===== src/hw/rtl/gcct_fifo.sv =====
// Two-entry queue between the front and back parts.
// No dependencies.
module gcct_fifo #(
  parameter int WIDTH = 8
) (
  input  logic             clk,
  input  logic             rst_n,
  input  logic             push,
  input  logic [WIDTH-1:0] push_data,
  input  logic             pop,
  output logic [WIDTH-1:0] pop_data,
  output logic             full,
  output logic             empty
);
  logic [WIDTH-1:0] mem_r [2];
  logic             wp_r, wp_nxt, rp_r, rp_nxt;
  logic [1:0]       cnt_r, cnt_nxt;

  assign full     = (cnt_r == 2'd2);
  assign empty    = (cnt_r == 2'd0);
  assign pop_data = mem_r[rp_r];

  always_comb begin
    wp_nxt  = wp_r ^ push;
    rp_nxt  = rp_r ^ pop;
    cnt_nxt = cnt_r + {1'b0, push} - {1'b0, pop};
  end

  always_ff @(posedge clk) begin
    if (!rst_n) begin
      wp_r  <= 1'b0;
      rp_r  <= 1'b0;
      cnt_r <= 2'd0;
    end else begin
      wp_r  <= wp_nxt;
      rp_r  <= rp_nxt;
      cnt_r <= cnt_nxt;
    end
    if (push) mem_r[wp_r] <= push_data;
  end
endmodule


===== config.mk =====
export PLATFORM = sky130hd
export DESIGN_NAME = gcct_fifo
export DESIGN_NICKNAME = d
export VERILOG_FILES = /design/src/hw/rtl/gcct_fifo.sv
export SDC_FILE = /design/constraint.sdc
export NUM_CORES = 1
export LEC_CHECK = 0
export BUFFER_PORTS_ARGS = -buffer_cell sky130_fd_sc_hd__buf_4
export CORE_UTILIZATION = 44
export DETAILED_ROUTE_END_ITERATION = 16
export PLACE_DENSITY = 0.71
export SYNTH_ARGS = -nofsm -noshare
export SYNTH_HDL_FRONTEND = slang
export SYNTH_SLANG_ARGS = --single-unit

===== constraint.sdc =====
create_clock -name clk -period 1.2 [get_ports clk]
set_input_delay 0.06 -clock clk [delete_from_list [all_inputs] [get_ports clk]]
set_output_delay 0.06 -clock clk [all_outputs]
set_load 0.05 [all_outputs]

[Yosys cells after proc, flatten, opt, wreduce, memory -nomap -nowiden]
Memory sizes are Yosys's and may differ from the RTL's. A register that Yosys moved wholly into a read port is not among the register bits.
Cells that the tools add are included.
Storage, ports and cells
  flip-flop bits (word level): 4
  memory bits (writable): 16
  input port bits: 12
  output and inout bits: 10
  word-level logic and storage cells: 13
  memories kept: 1
Cells by class
  $add $sub $neg: 2
  eq/ne operators: 1
  muxes and demuxes: 3
  bitwise logic cells: 2
  reductions and logical operators: 1
Memories
  mem_r: words 2, bits a word 8, rd ports 1, clocked after Yosys merged registers in 1, wr ports 1, RTL line 15  | logic [WIDTH-1:0] mem_r [2];
Operator list (number)
  2-to-1 mux 1 bit: 3
  adder 2 x 1 -> 2 bit: 1
  == test 2 bit, second input constant: 1
  zero test 2 bit: 1
  subtractor 2 x 1 -> 2 bit: 1
  bitwise XOR 1 bit: 2

[Logic depth before layout (Yosys ltp)]
  depth after elaboration: 2
  depth in mapped cells: 6

[Worst setup path after synthesis]
Ideal clock, no wire load.
  kind: reg2reg
  start: register cnt_r[0]
  end: register cnt_r[1]
  library setup time: 0.065 ns
  data arrival time: 1.086 ns
  required time: 1.135 ns
  setup slack: 0.049 ns
  cell stages (with the launch flop): 7
  path buffers: 0
  period minus slack after synthesis: 1.151 ns
  cell sequence: dfxtp_1 -> inv_1 -> ha_1 -> inv_1 -> ha_1 -> xnor3_1 -> nor2b_1
Between the ends
  longest elaborated chain between the ends: 2
RTL lines
  start: declaration: RTL line 17  | logic [1:0] cnt_r, cnt_nxt;
  start signal: assignment: RTL line 37  | cnt_r <= cnt_nxt;
  adder 2 x 1 -> 2 bit: RTL line 26  | cnt_nxt = cnt_r + {1'b0, push} - {1'b0, pop};
  subtractor 2 x 1 -> 2 bit: RTL line 26
No other way between the ends.
A chain may end at the register's enable or synchronous reset.

==> reports/metrics.cfg <==
[run_status]
status=finished with violations
violations=negative setup slack

[placed_design]
gp_congestion=0.648
placed_cells=94
io_buffers=21
place_hpwl_microns=816
dpl_worst_slack_ns=-0.0221

[timing]
fin_crit_sh=1.10
fmaxAchievable_mhz=757
skew_ns=0.00290
fin_tns_setup_ns=-0.971
finalSetupViolCount=9
setup_ws_ns=-0.121
max_slew_margin=0.729
rsz0062_at_grt=yes
timing.hold.ws_ns=0.0718
slew_viol_final=0
hold_violations=0
tightest_slew_ns=0.406
period_needed_ns=1.32

[setup_path]
start_kind=flop
r2r_slack_ns=-0.01
end_kind=output pin
required_ns=1.14
critPathSlowestCell=dfxtp_2
cpPeakStageDelay_ns=0.35
crit_type=flop to output pin
crit_arrival_ns=1.26
reg2reg_to=cnt_r[1]$_SDFF_PN0_
crit_top_cell=buf_8
r2r_cells=6
worstReg2RegStart=cnt_r[0]$_SDFF_PN0_
cp_cell_sequence=buf_8 -> mux2_4 -> buf_8
critPathMaxFanout=8

[final_layout]
drive_above_1_share=0.512
num_antenna_cells=0
fin_cells=107
fin_nets=99
synthToLayoutAreaGrowth_pct=55.5

[routing]
met2_length_microns=817
dr.pass1.iters=4
routed_wl_mm=1.43
vias_per_cell=4.45
route.detailed.drc=0
wire_per_inst_microns=13.4
drtIter0Drc=5
top_layer=met4
wl_met3_microns=29
vias=476
drt-met1-wl_microns=574
antenna_left=0

[yosys]
yosysWarnings=0
synth-seq-area-share=0.717
avgSynthCellArea_sq_um=17.6
yosys_register_bits=21
synth.distinct_cells=11
syn_area_sq_um=810
synthCells=46
synth_nets=62

[power]
pwr-share-clk=0.187
share_seq_of_total_power=0.492
swShare=0.303
powerDensity_nw_per_um2=1420
power_switching_w=0.000541
leakage_nw=0.523
p_comb_frac=0.322
ir_drop_mv=0.966
internal-power_w=0.00124

[floorplan]
die_w_microns=44.9
design.core.area_sq_um=1730
ios=22
start_util=0.469
chipHeight_microns=44.9
dieArea_sq_um=2020
std_cell_rows=15

[clock_tree]
cts-root-buf=clkbuf_4
clockBufferDepth=2
tritoncts=yes
clock_latency_ns=0.30
cts_buffers=3
ctsHtreeMaxLevel=1
cts.sinks=21
path_clk_slew_ns=0.12

[flow_run]
max_cap_violations=0

[worst_hold_path]
hold_path_class=primary input to flop
hold_depth=3
hold_path_startpoint=push
hold_path_end=wp_r$_SDFF_PN0_

[grt]
grt_antenna_before_repair=0
grt_overflow=0
grt_pass1_vias=497
track_usage=0.160
grt_max_degree=13
grt_pass1_wl_mm=2.15

layout by cell type, fill, tap and decap left out:
| cell type | Yosys | final |
|---|---|---|
| and2_1 | 3 | 3 |
| buf_4 | 0 | 15 |
| buf_8 | 0 | 9 |
| clkbuf_4 | 0 | 3 |
| clkinv_2 | 0 | 1 |
| dfxtp_1 | 5 | 3 |
| dfxtp_2 | 0 | 2 |
| dlygate4sd3_1 | 0 | 9 |
| edfxtp_1 | 16 | 16 |
| ha_1 | 4 | 2 |
| ha_4 | 0 | 2 |
| inv_1 | 3 | 1 |
| inv_2 | 0 | 2 |
| mux2_4 | 0 | 8 |
| nor2_1 | 1 | 1 |
| nor2b_1 | 3 | 3 |
| xnor3_1 | 1 | 1 |
| xor2_1 | 1 | 1 |
state kept, by name (all words and copies together), names as in the netlist, named ones only:
| signal | count |
|---|---|
| mem_r | 16 |
| rp_r | 1 |
| cnt_r | 2 |
| wp_r | 1 |
cell type report:
type                       count  area (sq um)
clock buffer                   3          22.5
clock inverter                 1          5.00
fill                         118           468
inverter                       3          11.3
multi-input combinational     21           268
sequential                    21           583
tap                           25          31.3
timing repair buffer          33           338
layer usage:
metal / global-route usage / vias up
met4: 0.0909 / 0
met3: 0.0240 / 2
li1: - / 234
met5: 0 / -
met1: 0.182 / 228
met2: 0.285 / 12
power groups by stage:
stage | combinational [W] | sequential, W | clock (W)
3_3_place_gp | 0.000443 | 0.000882 | 0
3_5_place_dp | 0.000450 | 0.000886 | 0
4_1_cts | 0.000574 | 0.000876 | 0.000334
5_1_grt | 0.000599 | 0.000882 | 0.000373
2_1_floorplan | 0.000315 | 0.000878 | 0
6_report | 0.000574 | 0.000877 | 0.000333
cell families after synthesis:
| group | count (synthesis) | synth area share |
|---|---|---|
| simple gates | 7 | 0.0510 |
| mux | 8 | 0.111 |
| xor+xnor | 2 | 0.0386 |
| flops | 21 | 0.717 |
| fa+ha+maj | 4 | 0.0618 |
| buf+inv | 4 | 0.0201 |
critical path, delay by kind of cell, from the launching register on:
kind | cells | cell delay, ns
flip-flops | 1 | 0.35
buffers and inverters | 2 | 0.29
multiplexers | 1 | 0.32
metrics by stage:
step	utilization	instance area (sq um)	power [W]
floorplan	-	810	0.00119
global route	0.729	1260	0.00185
finish	0.729	1260	0.00178
global placement	0.588	1020	0.00132
detailed placement	0.588	1020	0.00134
CTS	0.729	1260	0.00178
worst max-delay path by stage:
| stage | endpoint | from | cells after the start |
|---|---|---|---|
| after global placement | cnt_r[0]$_SDFF_PN0_ | cnt_r[0]$_SDFF_PN0_ | 5 |
| final | pop_data[5] | flop | 3 |
| after CTS | pop_data[4] | flop | 3 |
| after global routing | pop_data[2] | flop | 3 |
| after floorplan | cnt_r[1]$_SDFF_PN0_ | cnt_r[0]$_SDFF_PN0_ | 6 |
| after detailed placement | cnt_r[1]$_SDFF_PN0_ | cnt_r[0]$_SDFF_PN0_ | 6 |
cells in the mapped netlist:
library cell	count	area (sq um)
edfxtp_1	16	480
nor2b_1	3	18.8
inv_1	3	11.3
mux2_2	8	90.1
ha_1	4	50.1
xnor3_1	1	22.5
buf_2	1	5.00
and2_1	3	18.8
dfxtp_1	5	100
xor2_1	1	8.76
nor2_1	1	3.75
repair_timing:
item	CTS	global route
setup endpoints to repair	10	9
hold buffers	9	0
endpoints found under the hold margin	19	0
setup buffers	0	0
gates resized for setup	33	0
pin swaps	1	0
No activity file was read; power rests on OpenSTA's default activity.
