--- src/hw/rtl/gcct_pkg.sv ---
// Shared types, codes and helpers of the card table engine.
// No dependencies.
package gcct_pkg;

  localparam int CARD_COUNT_DEF = 65536;
  localparam int CARD_SHIFT_DEF = 9;

  localparam int CARD_W  = 17;
  localparam int ADDR_W  = 48;
  localparam int SIZE_W  = 32;
  localparam int LOG2_W  = 6;
  localparam int WORD_W  = 64;
  localparam int IN_DW   = 168;
  localparam int OUT_DW  = 40;

  localparam logic [2:0] CMD_BARRIER = 3'd0;
  localparam logic [2:0] CMD_MARK    = 3'd1;
  localparam logic [2:0] CMD_TEST    = 3'd2;
  localparam logic [2:0] CMD_TCLR    = 3'd3;
  localparam logic [2:0] CMD_CLEAR   = 3'd4;
  localparam logic [2:0] CMD_FIND    = 3'd5;
  localparam logic [2:0] CMD_QUERY   = 3'd6;

  localparam logic [1:0] REG_CONC  = 2'd0;
  localparam logic [1:0] REG_BASE  = 2'd1;
  localparam logic [1:0] REG_LOG2  = 2'd2;

  typedef enum logic [2:0] {
    OP_NONE, OP_SET, OP_TEST, OP_CLEAR, OP_FIND
  } op_t;

  typedef enum logic [2:0] {
    S_CLR, S_IDLE, S_READ, S_MOD, S_OUT
  } state_t;

  function automatic logic [5:0] low_bit(input logic [WORD_W-1:0] w);
    logic [5:0] idx;
    idx = 6'd0;
    for (int i = WORD_W - 1; i >= 0; i--) begin
      if (w[i]) idx = 6'(i);
    end
    return idx;
  endfunction

endpackage

--- src/hw/rtl/gcct_front.sv ---
// Front part: holds the configuration, decodes each input beat into a card operation.
// Depends on gcct_pkg.
module gcct_front #(
  parameter int CARD_COUNT = gcct_pkg::CARD_COUNT_DEF,
  parameter int CARD_SHIFT = gcct_pkg::CARD_SHIFT_DEF,
  parameter int ITEM_W     = 8
) (
  input  logic                        clk,
  input  logic                        rst_n,
  input  logic                        cfg_valid,
  input  logic [1:0]                  cfg_index,
  input  logic [gcct_pkg::ADDR_W-1:0] cfg_data,
  input  logic [2:0]                  cmd,
  input  logic [gcct_pkg::ADDR_W-1:0] address,
  input  logic [gcct_pkg::SIZE_W-1:0] size,
  input  logic [gcct_pkg::ADDR_W-1:0] stored_value,
  input  logic [gcct_pkg::CARD_W-1:0] first_card,
  input  logic [gcct_pkg::CARD_W-1:0] limit_card,
  output logic [ITEM_W-1:0]           item
);
  import gcct_pkg::*;

  localparam int CW = $clog2(CARD_COUNT);
  localparam int FW = (CW + 1 > CARD_W) ? CW + 1 : CARD_W;
  localparam int SW = ADDR_W + 1 - CARD_SHIFT;

  logic              conc_r;
  logic [ADDR_W-1:0] base_r;
  logic [LOG2_W-1:0] log2_r;

  always_ff @(posedge clk) begin
    if (!rst_n) begin
      conc_r <= 1'b0;
      base_r <= '0;
      log2_r <= LOG2_W'(22);
    end else if (cfg_valid) begin
      case (cfg_index)
        REG_CONC: conc_r <= cfg_data[0];
        REG_BASE: base_r <= cfg_data;
        REG_LOG2: log2_r <= cfg_data[LOG2_W-1:0];
        default:  ;
      endcase
    end
  end

  logic [ADDR_W:0]   last_byte;
  logic [SW-1:0]     span;
  logic [CW:0]       n;
  logic [CW-1:0]     start;
  logic [ADDR_W-1:0] hi_mask;
  logic              young;
  logic [FW-1:0]     search_end;
  op_t               op;
  logic [CW:0]       cnt;
  logic              hitf, report;

  always_comb begin
    last_byte = {1'b0, address} + {17'd0, size} - {{ADDR_W{1'b0}}, (size != '0)};
    span = SW'(last_byte >> CARD_SHIFT) - SW'(address >> CARD_SHIFT) + SW'(1);
    n = (span > SW'(CARD_COUNT)) ? (CW+1)'(CARD_COUNT) : span[CW:0];
    start = address[CARD_SHIFT +: CW];
    hi_mask = ~((ADDR_W'(1) << log2_r) - ADDR_W'(1));
    young = (log2_r >= LOG2_W'(ADDR_W)) || (((stored_value ^ base_r) & hi_mask) == '0);
    search_end = (FW'(limit_card) < FW'(CARD_COUNT)) ? FW'(limit_card) : FW'(CARD_COUNT);
    op = OP_NONE;
    cnt = n;
    hitf = 1'b0;
    report = 1'b0;
    case (cmd)
      CMD_BARRIER: begin
        cnt = (CW+1)'(1);
        if (conc_r || young) begin
          op = OP_SET;
          hitf = 1'b1;
        end
      end
      CMD_MARK:  op = OP_SET;
      CMD_TEST: begin
        op = OP_TEST;
        report = 1'b1;
      end
      CMD_TCLR: begin
        op = OP_CLEAR;
        report = 1'b1;
      end
      CMD_CLEAR: op = OP_CLEAR;
      CMD_FIND:  op = OP_FIND;
      CMD_QUERY: begin
        op = OP_TEST;
        cnt = (CW+1)'(1);
        report = 1'b1;
      end
      default: op = OP_NONE;
    endcase
    item = {op, start, cnt, hitf, report, FW'(first_card), search_end, limit_card,
            CARD_W'(n)};
  end
endmodule

--- config.mk ---
export PLATFORM = sky130hd
export DESIGN_NAME = gcct_front
export DESIGN_NICKNAME = d
export VERILOG_FILES = /design/src/hw/rtl/gcct_pkg.sv /design/src/hw/rtl/gcct_front.sv
export SDC_FILE = /design/constraint.sdc
export NUM_CORES = 1
export LEC_CHECK = 0
export ABC_AREA = 1
export BUFFER_PORTS_ARGS = -buffer_cell sky130_fd_sc_hd__buf_2
export CORE_MARGIN = 2
export CORE_UTILIZATION = 50
export DETAILED_ROUTE_END_ITERATION = 8
export MAX_ROUTING_LAYER = met4
export PLACE_DENSITY_LB_ADDON = 0.05
export REMOVE_ABC_BUFFERS = 1
export SLEW_MARGIN = 5
export SYNTH_ARGS = -nofsm -noshare
export SYNTH_HDL_FRONTEND = slang
export SYNTH_SLANG_ARGS = --single-unit
--- constraint.sdc ---
create_clock -name vclk -period 8.1
set_clock_uncertainty 0.2 [all_clocks]
set_input_delay 1.62 -clock vclk [all_inputs]
set_output_delay 1.62 -clock vclk [all_outputs]
set_load 0.005 [all_outputs]
[Word level (Yosys, flattened, before mapping)]
Index checks and enable logic that the tools add are counted.
Cells by class
  add/sub/neg operators: 4
  order comparisons: 1
  mux-type cells: 1
  reduce and logical (&&, ||, !) cells: 1
Operators by type and width (number)
  $add 48x32->49: 1
  $sub 49x1->49: 1
  $add 40x1->40 const B: 1
  $gt 40x17->1 const B: 1
  $sub 40x39->40: 1
  $reduce_bool 32->1: 1
  $mux 8: 1
Word-level totals
  bits in registers: 0
  input bits: 218
  output and inout port bits: 8

[Logic depth before layout (Yosys ltp)]
  depth in word-level cells: 6
  gate-level depth with buffers: 39
  mapped depth without buffers: 39

[Least setup slack after synthesis]
No wires, ideal clock.
  kind: input-to-output
  start point: input size[8] (netlist bit)
  end point: output item[0]
  arrival time: 5.873 ns
  required time: 6.280 ns
  path slack: 0.407 ns
  stages on the path: 34
  path buffers: 0
  cell sequence: nor4_1 nand2_1 or4_1 ha_1 inv_1 ha_1 nand4_1 nand3_1 nand2_1 nand3_1 a21oi_1 inv_1 a21oi_1 o21ai_0 xor2_1 ha_1 ha_1 nand2_1 inv_1 nand2_1 nand2_1 a21oi_1 nand2_1 nand3_1 nand2_1 nand2_1 nand2_1 inv_1 nand2_1 nor2_1 nand2_1 nor2_2 nand3_2 nor2_1
Between the ends
  cells in the longest elaborated chain, start to end: 6
  elaborated cells between the ends (all ways): 7
  classes of those cells: add/sub: 4; order compare: 1; mux: 1; reduce/logical: 1
RTL lines
  start: declaration: RTL line gcct_front.sv:15  | input logic [gcct_pkg::SIZE_W-1:0] size,
  $add 48x32->49 / $reduce_bool 32->1 (equally long branches): RTL line gcct_front.sv:58  | last_byte = {1'b0, address} + {17'd0, size} - {{ADDR_W{1'b0}}, (size != '0)};
  $sub 49x1->49 (*): RTL line gcct_front.sv:58
  $sub 40x39->40 (*): RTL line gcct_front.sv:59  | span = SW'(last_byte >> CARD_SHIFT) - SW'(address >> CARD_SHIFT) + SW'(1);
  $add 40x1->40 (*): RTL line gcct_front.sv:59
  $gt 40x17->1: RTL line gcct_front.sv:60  | n = (span > SW'(CARD_COUNT)) ? (CW+1)'(CARD_COUNT) : span[CW:0];
  $mux 8 (*): RTL line gcct_front.sv:60
  end: declaration: RTL line gcct_front.sv:19  | output logic [ITEM_W-1:0] item
Mark *: on every way between the ends. The rest lies on a longest branch, timed or not.

[Worst setup path in the final report]
  start point: input size[11] (netlist bit)
  end point: output item[3]
Same word-level chain as after synthesis.

==> metrics.cfg <==
[outcome]
outcome = finished, violations left
violations = setup timing

[floorplanning]
die_h_um = 126
die_area_um2 = 16000
rows = 44
initial_utilization_pct = 51.3
core-area_um2 = 14600
die_x_um = 126
pin_count = 226

[sta]
tightest_slew_ps = 568
relSlewSlack_pct = 61.2
tns_ps = -3750
rsz0062_at_grt = yes
postLayoutSetupSlackWorst_ps = -482
setup_viol_count_final = 8
fmax_ghz = 0.117
whs_ps = 3630
period_minus_slack_ps = 8580
finalHoldViolCount = 0
fin_crit_sh_pct = 106
finalMaxSlewViolations = 0

[global_routing]
top_usage_layer = met2
grt_pass1_wl_mm = 39.4
grt-ovfl-total = 0
grt_pass1_vias = 8681
grt_max_degree = 9
met3_usage_pct = 0.886
antenna_found_initial = 0
grtUsageMet2_pct = 50.3
grt_util_met1_pct = 41.7
grt_util_all_layers_pct = 30.1

[pwr]
powerDensity_nw_per_um2 = 214
pwr-share-clk_pct = 0
p_total_mw = 2.25
total_leakage_power_nw = 6.12
power.internal_uw = 999
peakVddDrop_v = 0.0000909
netSwitchingFraction_pct = 55.6
share_comb_of_total_power_pct = 100.0
p_switching_mw = 1.25
pwr-share-seq_pct = 0

[final_layout]
regArea_um2 = 0
clockBufferCount = 0
flops_and_latches = 0
utilization_pct = 72.0
layout_common_cells = 346 x nand2_1, 333 x inv_1, 181 x buf_4, 139 x nor2_1, 127 x ha_1
stdcell_count = 1865
fin_area_um2 = 10500
fin_nets = 2058
syn_to_final_growth_pct = 40.3
drive_above_1_share_pct = 26.9
antenna_cells = 0
fill_cells = 1351
final_common_cell = nand2_1

[setup_path]
critPathMaxStageDelay_ps = 570
critPathArrivalTime_ps = 6760
critical_path.most_common_cell = nand2_1
end_kind = output port
required_ps = 6280
critical_path_class = in2out
crit_path_start_kind = primary input
cp_max_fo = 8
slowest_stage = or4_4

[drt]
dr.pass1.iters = 5
ant_nets = 0
drc_errors = 0
drt_iter0_drc = 661
dr_total_vias = 9368
wl_per_cell_um = 13.0
wirelength_mm = 24.3
viasPerCell = 5.02

[min_path]
min_path_cells = 6
min_path_type = in2out

[synth]
syn_area_um2 = 7490
yosys_warnings = 0
yosysUniqueCellTypes = 37
synthCells = 1411
yosysSeqAreaShare_pct = 0
syn_area_per_cell_um2 = 5.31
yosysTopAreaCell = ha_1
yosys-top-cells-area = ha_1 26%, nand2_1 20%, inv_1 17%
yosys.area.top_type_share_pct = 26.1

[flow_run]
max_cap_violations = 0

[clocking]
hold_buffers = 0

[placement]
hpwl_mm = 20.7
place_ws_ps = -822
place_congestion = 0.965
placed_cell_area_um2 = 9490
dp_cells = 1861
port_buffers = 88

==> cells by family after synthesis <==
family,synth area share [%]
XOR/XNOR,4.91
adder cells (fa/ha/maj),26.3
buffers and inverters,17.3
AO/OA/AOI/OAI,13.2
AND/OR/NAND/NOR,38.2
==> repair_timing <==
action	in CTS	in global routing
gates resized for setup	101	114
pin swaps	40	54
setup buffers	2	2
setup endpoints to repair	8	8
cloned	0	0
==> layout make-up <==
class / instances / area (um2) / area share [%]
tap: 184 / 230 / 2.19
timing repair buffer: 271 / 1860 / 17.7
inverter: 343 / 1290 / 12.3
multi-input combinational: 1067 / 7130 / 67.9
==> power groups by stage <==
stage | Combinational (mW) | Clock (mW) | Sequential [mW]
floorplan | 1.17 | 0 | 0
global placement | 1.90 | 0 | 0
detailed placement | 1.91 | 0 | 0
CTS | 2.08 | 0 | 0
global route | 2.50 | 0 | 0
finish | 2.25 | 0 | 0
==> cell usage after synthesis (2+ instances only) <==
master	number
nand2_1	392
inv_1	340
nor2_1	159
ha_1	156
a21oi_1	97
nand3_1	72
o21ai_0	37
xor2_1	27
nand4_1	17
xnor2_1	15
nor4_1	13
a31oi_1	12
nor3_1	10
a21o_1	9
nor2_2	7
o21a_1	7
nand3b_1	6
o21bai_1	6
and2_1	4
nand2_2	3
o211ai_1	3
a211oi_1	2
clkinv_1	2
nand3_2	2
==> path summary, 6_finish.rpt <==
kind	startpoint	to	slack, ps
max	size[11]	item[3]	-480
min	address[9]	item[0]	3630
==> layer usage <==
| metal | wire [um] | up-vias |
|---|---|---|
| li1 | - | 4975 |
| met1 | 11900 | 4157 |
| met2 | 11100 | 207 |
| met3 | 872 | 29 |
| met4 | 410 | 0 |
| met5 | 0 | - |
==> worst max-delay path: cells and delay by family <==
| kind | cells | cell delay, ps |
|---|---|---|
| compound gates | 1 | 210 |
| buf+inv | 7 | 810 |
| simple gates | 24 | 3010 |
| xor+xnor | 1 | 80 |
| fa+ha+maj | 4 | 1010 |
Power figures use the tool's default switching activity.
